[config.mk]
export PLATFORM = sky130hd
export DESIGN_NAME = multi_key_click_counter
export DESIGN_NICKNAME = d
export VERILOG_FILES = /design/src/hdl/mkcc_pkg.sv /design/src/hdl/mkcc_lane.sv /design/src/hdl/mkcc_merge.sv /design/src/hdl/multi_key_click_counter.sv
export SDC_FILE = /design/constraint.sdc
export NUM_CORES = 1
export LEC_CHECK = 0
export CAP_MARGIN = 20
export CORE_MARGIN = 3
export CORE_UTILIZATION = 30
export CTS_CLUSTER_DIAMETER = 150
export DETAILED_ROUTE_END_ITERATION = 7
export DONT_BUFFER_PORTS = 1
export GPL_TIMING_DRIVEN = 0
export PLACE_DENSITY = 0.56
export REMOVE_ABC_BUFFERS = 1
export SLEW_MARGIN = 30
export SYNTH_ARGS = -nofsm -noshare
export SYNTH_HDL_FRONTEND = slang
export SYNTH_SLANG_ARGS = --single-unit
[constraint.sdc]
create_clock -name clk -period 6.15 [get_ports clk]
set_clock_uncertainty 0.2 [all_clocks]
set_input_delay 1.23 -clock clk [delete_from_list [all_inputs] [get_ports clk]]
set_output_delay 1.23 -clock clk [all_outputs]
set_load 0.05 [all_outputs]
[src/hdl/mkcc_pkg.sv]
// Shared types and constants for the multi-key click counter.
package mkcc_pkg;

	localparam int MAX_KEYS = 8;
	localparam int OUT_KEYS = 4;
	localparam int IDX_W    = 3;
	localparam int CNT_W    = 8;
	localparam int TMR_W    = 16;
	localparam int POS_W    = 3;

	localparam logic [CNT_W-1:0] CNT_MAX       = {CNT_W{1'b1}};
	localparam logic [TMR_W-1:0] TMR_MAX       = {TMR_W{1'b1}};
	localparam logic [TMR_W-1:0] RST_THRESHOLD = 16'd100;

	// Command codes
	localparam logic [1:0] CMD_SCAN     = 2'd0;
	localparam logic [1:0] CMD_RD_COUNT = 2'd1;
	localparam logic [1:0] CMD_RD_SAVED = 2'd2;

	typedef enum logic [1:0] {
		KS_IDLE     = 2'd0,
		KS_PRESSED  = 2'd1,
		KS_HOLD     = 2'd2,
		KS_RELEASED = 2'd3
	} key_state_t;

	// Per-lane control from the top level
	typedef struct packed {
		logic scan;
		logic save;
		logic level;
	} lane_ctl_t;

	// Per-lane status toward the merge stage
	typedef struct packed {
		key_state_t       state_nxt;
		logic [CNT_W-1:0] count;
		logic [CNT_W-1:0] saved;
	} lane_stat_t;

	// One result item
	typedef struct packed {
		key_state_t [OUT_KEYS-1:0] state;
		logic [POS_W-1:0]          down_position;
		logic [CNT_W-1:0]          read_value;
		logic                      count_is_zero;
	} result_t;

endpackage

[src/hdl/mkcc_lane.sv]
// One key lane: edge detect, press count, idle timer and saved count.
module mkcc_lane
	import mkcc_pkg::*;
(
	input  logic             clk,
	input  logic             arst_n,
	input  lane_ctl_t        ctl,
	input  logic [TMR_W-1:0] threshold,
	output lane_stat_t       stat
);

	key_state_t       state_q, state_n;
	logic             last_q, last_n;
	logic [CNT_W-1:0] count_q, count_n;
	logic [TMR_W-1:0] timer_q, timer_n;
	logic             armed_q, armed_n;
	logic [CNT_W-1:0] saved_q;

	// Next lane state for a scan tick
	always_comb begin
		state_n = state_q;
		last_n  = last_q;
		count_n = count_q;
		timer_n = timer_q;
		armed_n = armed_q;
		if (ctl.level != last_q) begin
			last_n  = ctl.level;
			timer_n = '0;
			if (!ctl.level) begin
				armed_n = 1'b1;
				state_n = KS_PRESSED;
				if (count_q != CNT_MAX) begin
					count_n = count_q + 1'b1;
				end
			end else begin
				state_n = KS_RELEASED;
			end
		end else begin
			state_n = ctl.level ? KS_IDLE : KS_HOLD;
			// advance the idle timer and drop the count at threshold
			if (ctl.level && armed_q) begin
				if (timer_q != TMR_MAX) begin
					timer_n = timer_q + 1'b1;
				end
				if (timer_n >= threshold) begin
					count_n = '0;
					armed_n = 1'b0;
				end
			end
		end
	end

	// Hold lane state; update on scan, latch backup on a count read of a nonzero count
	always_ff @(posedge clk or negedge arst_n) begin
		if (!arst_n) begin
			state_q <= KS_IDLE;
			last_q  <= 1'b1;
			count_q <= '0;
			timer_q <= '0;
			armed_q <= 1'b0;
			saved_q <= '0;
		end else begin
			if (ctl.scan) begin
				state_q <= state_n;
				last_q  <= last_n;
				count_q <= count_n;
				timer_q <= timer_n;
				armed_q <= armed_n;
			end
			if (ctl.save && count_q != '0) begin
				saved_q <= count_q;
			end
		end
	end

	assign stat.state_nxt = ctl.scan ? state_n : state_q;
	assign stat.count     = count_q;
	assign stat.saved     = saved_q;

endmodule

[src/hdl/mkcc_merge.sv]
// Merge stage: key states, lowest down key and read data across lanes.
module mkcc_merge
	import mkcc_pkg::*;
#(
	parameter int NUM_KEYS = 4
) (
	input  lane_stat_t       lanes [NUM_KEYS],
	input  logic [1:0]       cmd,
	input  logic [IDX_W-1:0] key_index,
	output result_t          res
);

	lane_stat_t          pad [MAX_KEYS];
	logic [MAX_KEYS-1:0] pad_ok;

	// Pad lanes out to the widest configuration; absent keys read idle
	for (genvar g = 0; g < MAX_KEYS; g++) begin : g_pad
		if (g < NUM_KEYS) begin : g_on
			assign pad[g]    = lanes[g];
			assign pad_ok[g] = 1'b1;
		end else begin : g_off
			assign pad[g]    = '{state_nxt: KS_IDLE, count: '0, saved: '0};
			assign pad_ok[g] = 1'b0;
		end
	end

	always_comb begin
		res = '0;
		for (int k = 0; k < OUT_KEYS; k++) begin
			res.state[k] = pad[k].state_nxt;
		end
		// find the lowest key that is down
		for (int k = MAX_KEYS - 1; k >= 0; k--) begin
			if (pad_ok[k] && (pad[k].state_nxt == KS_PRESSED ||
					pad[k].state_nxt == KS_HOLD)) begin
				res.down_position = POS_W'(k + 1);
			end
		end
		// select read data of the addressed key
		for (int k = 0; k < MAX_KEYS; k++) begin
			if (pad_ok[k] && key_index == IDX_W'(k)) begin
				unique case (cmd)
					CMD_RD_COUNT: begin
						res.read_value = pad[k].count;
					end
					CMD_RD_SAVED: begin
						res.read_value    = pad[k].saved;
						res.count_is_zero = (pad[k].count == '0);
					end
					default: begin
						res.read_value    = '0;
						res.count_is_zero = 1'b0;
					end
				endcase
			end
		end
	end

endmodule

[src/hdl/multi_key_click_counter.sv]
// Top level of the multi-key click counter: lanes, merge and output register.
//
// Channel   Direction  Handshake                 Payload
// in        to block   in_valid / in_stall       cmd, key_levels, key_index
// out       from block out_valid / out_stall     state_key0..3, down_position,
//                                                read_value, count_is_zero
// cfg       to block   cfg_valid / cfg_ready     release_threshold
//
// One item per cycle while in_stall is low; each result appears in the cycle after its item is taken.
// All keys are updated in parallel lanes in the accept cycle, and a single
// output register holds the merged result.
// in_stall is high only while a result waits in the output register and out_stall is high.
// Reset clears all key lanes and sets the threshold to 100; cfg_ready is always high.
module multi_key_click_counter
	import mkcc_pkg::*;
#(
	parameter int NUM_KEYS = 4
) (
	input  logic                clk,
	input  logic                arst_n,
	input  logic                in_valid,
	output logic                in_stall,
	input  logic [1:0]          cmd,
	input  logic [3:0]          key_levels,
	input  logic [IDX_W-1:0]    key_index,
	output logic                out_valid,
	input  logic                out_stall,
	output logic [1:0]          state_key0,
	output logic [1:0]          state_key1,
	output logic [1:0]          state_key2,
	output logic [1:0]          state_key3,
	output logic [POS_W-1:0]    down_position,
	output logic [CNT_W-1:0]    read_value,
	output logic                count_is_zero,
	input  logic                cfg_valid,
	output logic                cfg_ready,
	input  logic [TMR_W-1:0]    release_threshold
);

	logic             accept;
	logic [TMR_W-1:0] thr_q;
	lane_ctl_t        lane_ctl  [NUM_KEYS];
	lane_stat_t       lane_stat [NUM_KEYS];
	result_t          res_n;
	result_t          res_s1;
	logic             valid_s1;

	assign in_stall  = valid_s1 && out_stall;
	assign accept    = in_valid && !in_stall;
	assign cfg_ready = 1'b1;

	// Hold the release threshold
	always_ff @(posedge clk or negedge arst_n) begin
		if (!arst_n) begin
			thr_q <= RST_THRESHOLD;
		end else if (cfg_valid) begin
			thr_q <= release_threshold;
		end
	end

	// Key lanes
	for (genvar g = 0; g < NUM_KEYS; g++) begin : g_lane
		logic lvl;
		if (g < OUT_KEYS) begin : g_pin
			assign lvl = key_levels[g];
		end else begin : g_nopin
			assign lvl = 1'b1;
		end

		assign lane_ctl[g].scan  = accept && cmd == CMD_SCAN;
		assign lane_ctl[g].save  = accept && cmd == CMD_RD_COUNT &&
			key_index == IDX_W'(g);
		assign lane_ctl[g].level = lvl;

		mkcc_lane u_lane (
			.clk       (clk),
			.arst_n    (arst_n),
			.ctl       (lane_ctl[g]),
			.threshold (thr_q),
			.stat      (lane_stat[g])
		);
	end

	mkcc_merge #(
		.NUM_KEYS (NUM_KEYS)
	) u_merge (
		.lanes     (lane_stat),
		.cmd       (cmd),
		.key_index (key_index),
		.res       (res_n)
	);

	// Output register: advance when empty or when the result is taken
	always_ff @(posedge clk or negedge arst_n) begin
		if (!arst_n) begin
			valid_s1 <= 1'b0;
		end else if (!in_stall) begin
			valid_s1 <= in_valid;
		end
	end

	always_ff @(posedge clk) begin
		if (accept) begin
			res_s1 <= res_n;
		end
	end

	assign out_valid     = valid_s1;
	assign state_key0    = res_s1.state[0];
	assign state_key1    = res_s1.state[1];
	assign state_key2    = res_s1.state[2];
	assign state_key3    = res_s1.state[3];
	assign down_position = res_s1.down_position;
	assign read_value    = res_s1.read_value;
	assign count_is_zero = res_s1.count_is_zero;

`ifndef SYNTHESIS
	// an accepted item always leaves a result in the output register
	a_accept_gives_result: assert property (@(posedge clk) disable iff (!arst_n)
		accept |=> out_valid)
		else $error("accepted item produced no result");

	// scan ticks return no read data
	a_scan_no_read: assert property (@(posedge clk) disable iff (!arst_n)
		(accept && cmd == CMD_SCAN) |=> (read_value == '0 && !count_is_zero))
		else $error("scan tick returned read data");

	// only the four pinned keys can ever be down
	a_down_range: assert property (@(posedge clk) disable iff (!arst_n)
		out_valid |-> (down_position <= POS_W'(OUT_KEYS)))
		else $error("down position out of range");
`endif

endmodule

==> flow_summary.ini <==
[timing]
tightestPinTransition_ns = 0.9803
fin_hold_ws_ns = 0.2832
fmax_ghz = 0.2253
timing.final.hold_violations = 0
setup_violations = 0
finalWorstPathRequiredPeriod_ns = 4.439
setup_tns_after_final_layout_ns = 0
final_min_period_over_clock_period_pct = 72.17
timing.slew.headroom_pct = 34.14
worst_slack_ns = 1.711
final-max-slew-violation-count = 0
grt_setup_unrepaired = false

[layout]
final-instance-count-excl-fill = 1766
seqCellArea_um2 = 4638
multi_input_area_um2 = 6819
fillCellCount = 4018
finalNetCount = 1347
area_grow_syn2layout_pct = 7.587
final_layout_size_suffix_gt1_share_pct = 9.864

[clocking]
clock_tree.root_cell = sky130_fd_sc_hd__clkbuf_16
worstSkewPairLatency_ns = 0.44
h-tree-depth = 4
clock-sinks = 181
max-clock-path-buffers = 2
cts_resized = 0
cts.reportedPaths.clkPinSlew_ns = 0.07
tritoncts_clock_tree = done
postCtsHoldBufs = 0
cts_buffers = 17
cts.repair_timing.setup_buffer_count = 0

[critical_path]
cp.buffers_inverters = 0
cp_common_cell = sky130_fd_sc_hd__ha_1
worst-endpoint-arrival_ns = 4.59
rrSetupSlack_ns = 1.71
crit_path_max_fanout = 10
crit_type = reg2reg
worst_path_max_delay_cell = sky130_fd_sc_hd__nor4_2
critical_path_depth = 11
cell_family_with_the_largest_share_of_critical_path_delay = compound AO/OA/AOI/OAI gates
timing.critical_path.cells = ha_1 > nand4_1 > nor4_2 > nor4b_1 > xor2_1 > ha_1 > a211oi_1 > o21bai_1 > a2111oi_0 > a21oi_1 > o211ai_1
critical_path.startpoint_type = flip-flop
r2r_cells = 11
req_time_crit_path_ns = 6.30
crit_path_max_incr_delay_ns = 0.78
worst_setup_path_end_kind = flip-flop

[power_and_ir_drop]
power.ir.vdd_worst_mv = 0.1933
leakagePower_nw = 5.555
finalPower_mw = 3.995
powerDensity_nw_per_um2 = 309.3

[drt]
drt-vias-per-instance = 5.468
postRouteWirelength_um = 31620
dr.first_iter.drc_count = 809
ant_nets = 0
drt_drc_violations_left = 0
num_vias = 9657
wl_per_cell_um = 17.91
first_pass_iters = 5

[status]
result_of_the_run = finished clean

[min_path]
worst_hold_path_type = reg2reg
worst_hold_path.num_cells = 2

[global_routing]
grt_start_max_net_pins = 162
grt-ovfl-total = 0
globalRouteTotalUtil_pct = 14.94
grt_pass1_vias = 9198
antenna_violations_before_repair = 0
grt_first_pass_wirelength_um = 50610

[floorplanning]
die_h_um = 206.0
num_rows = 72
die_width_um = 206.0
design.portCount = 53
floorplan.die_area_um2 = 42450
fp.coreArea_um2 = 39100
floorplan.initialDensity_pct = 30.71

[placed_design]
detailedPlace.worstSlack_ns = 1.734
placed_cells_incl_taps = 1733
gp_congestion = 0.8401
portBuffers = 0
detailed_place_hpwl_um = 22650

[yosys]
number_of_register_bits_inferred_by_synthesis = 181
post_synth_num_cell_types = 92
average_size_of_a_mapped_cell_um2 = 9.314
dominantRegCellSynth = sky130_fd_sc_hd__dfrtp_1
synth_cells = 1289
synth_area_um2 = 12010
number_of_flops_mapped_to_enable_cells_by_yosys = 20
synthTopCellsByArea = sky130_fd_sc_hd__dfrtp_1 32%, sky130_fd_sc_hd__ha_1 8.7%, sky130_fd_sc_hd__edfxtp_1 5.0%
yosysWarnings = 0
synth_top_area_share_pct = 32.10
async_flop_share_pct = 88.95
synth.yosys.seq_area_share_pct = 38.63
post-synth-top-area-cell = sky130_fd_sc_hd__dfrtp_1
synth.top_cells.by_count = 154 x sky130_fd_sc_hd__dfrtp_1, 119 x sky130_fd_sc_hd__nand2_1, 86 x sky130_fd_sc_hd__nor2_1, 86 x sky130_fd_sc_hd__o21ai_0, 83 x sky130_fd_sc_hd__ha_1
yosysMostFrequentCell = sky130_fd_sc_hd__dfrtp_1

[job]
cap_violations = 0
-- per-layer routing --
metal | wire [µm] | track usage [%] | part of all wire (%) | up-vias
met5 | 0 | 0 | 0 | -
met3 | 1405 | 3.056 | 4.4 | 18
li1 | - | - | - | 4680
met2 | 15080 | 24.77 | 48 | 194
met1 | 14870 | 20.24 | 47 | 4765
met4 | 267 | 3.103 | 0.84 | 0
-- registers in the layout, indices dropped and copies added, names as in the netlist, 3 cells and up --
signal,cells
g_lane.u_lane.timer_q,64
g_lane.u_lane.count_q,32
g_lane.u_lane.saved_q,32
thr_q,16
g_lane.u_lane.state_q,8
read_value,8
g_lane.u_lane.armed_q,4
g_lane.u_lane.last_q,4
down_position,3
-- area by class of cell --
cell class,instances,area share [%]
Multi-Input combinational cell,978,52.79
Sequential cell,181,35.91
Tap cell,518,5.018
Clock buffer,20,3.613
Inverter,56,1.627
Clock inverter,12,1.017
Antenna cell,1,0.01937
-- worst paths after layout --
path / endpoint / from
min in group asynchronous: thr_q[7] / arst_n
hold reg to reg: g_lane[2].u_lane.last_q / g_lane[2].u_lane.last_q
max in group asynchronous: g_lane[0].u_lane.last_q / arst_n
setup / recovery: g_lane[0].u_lane.count_q[1] / g_lane[0].u_lane.timer_q[0]
hold / removal: g_lane[2].u_lane.last_q / g_lane[2].u_lane.last_q
setup reg to reg: g_lane[0].u_lane.count_q[1] / g_lane[0].u_lane.timer_q[0]
-- where the power goes --
part           internal [mW]  total (mW)  switching, mW
clock                  0.607        1.13          0.526
combinational          0.445        1.13          0.680
sequential              1.44        1.74          0.301
-- stage by stage --
step	area, µm²	util (%)
global placement	12300	31.45
finish	12920	33.04
CTS	12900	33.00
floorplan	11650	-
detailed placement	12310	31.47
global route	12910	33.03
-- cell usage in the layout (no fill, tap or decap), types with 16 or more instances in the layout --
master                      instances
sky130_fd_sc_hd__dfrtp_1          154
sky130_fd_sc_hd__nand2_1          119
sky130_fd_sc_hd__o21ai_0           86
sky130_fd_sc_hd__nor2_1            85
sky130_fd_sc_hd__ha_1              81
sky130_fd_sc_hd__inv_1             55
sky130_fd_sc_hd__a21oi_1           49
sky130_fd_sc_hd__nand3_1           39
sky130_fd_sc_hd__mux2_2            38
sky130_fd_sc_hd__and3_1            34
sky130_fd_sc_hd__a22oi_1           32
sky130_fd_sc_hd__a31oi_1           31
sky130_fd_sc_hd__xnor2_1           29
sky130_fd_sc_hd__nor3_1            26
sky130_fd_sc_hd__mux2i_1           24
sky130_fd_sc_hd__nand4_1           22
sky130_fd_sc_hd__xor2_1            20
sky130_fd_sc_hd__edfxtp_1          20
sky130_fd_sc_hd__o22ai_1           17
sky130_fd_sc_hd__clkbuf_16         17
sky130_fd_sc_hd__o21a_1            16
-- worst reg2reg max path, cell delays in order (launching register included) --
cell                        delay, ns
sky130_fd_sc_hd__dfrtp_1         0.45
sky130_fd_sc_hd__ha_1            0.27
sky130_fd_sc_hd__nand4_1         0.25
sky130_fd_sc_hd__nor4_2          0.78
sky130_fd_sc_hd__nor4b_1         0.21
sky130_fd_sc_hd__xor2_1          0.20
sky130_fd_sc_hd__ha_1            0.22
sky130_fd_sc_hd__a211oi_1        0.29
sky130_fd_sc_hd__o21bai_1        0.11
sky130_fd_sc_hd__a2111oi_0       0.66
sky130_fd_sc_hd__a21oi_1         0.44
sky130_fd_sc_hd__o211ai_1        0.28
-- cells by family (layout without fill, tap and decap cells) --
logic type	after synthesis	in the layout	synth area share, %
AO/OA/AOI/OAI	366	366	20.67
XOR/XNOR	49	49	3.575
adder cells (fa/ha/maj)	83	83	8.650
buffers and inverters	130	88	4.732
flip-flops	181	181	38.63
multiplexers	63	63	5.659
other	1	2	0.03124
AND/OR/NAND/NOR	416	416	18.05
Power figures use the tool's default switching activity.
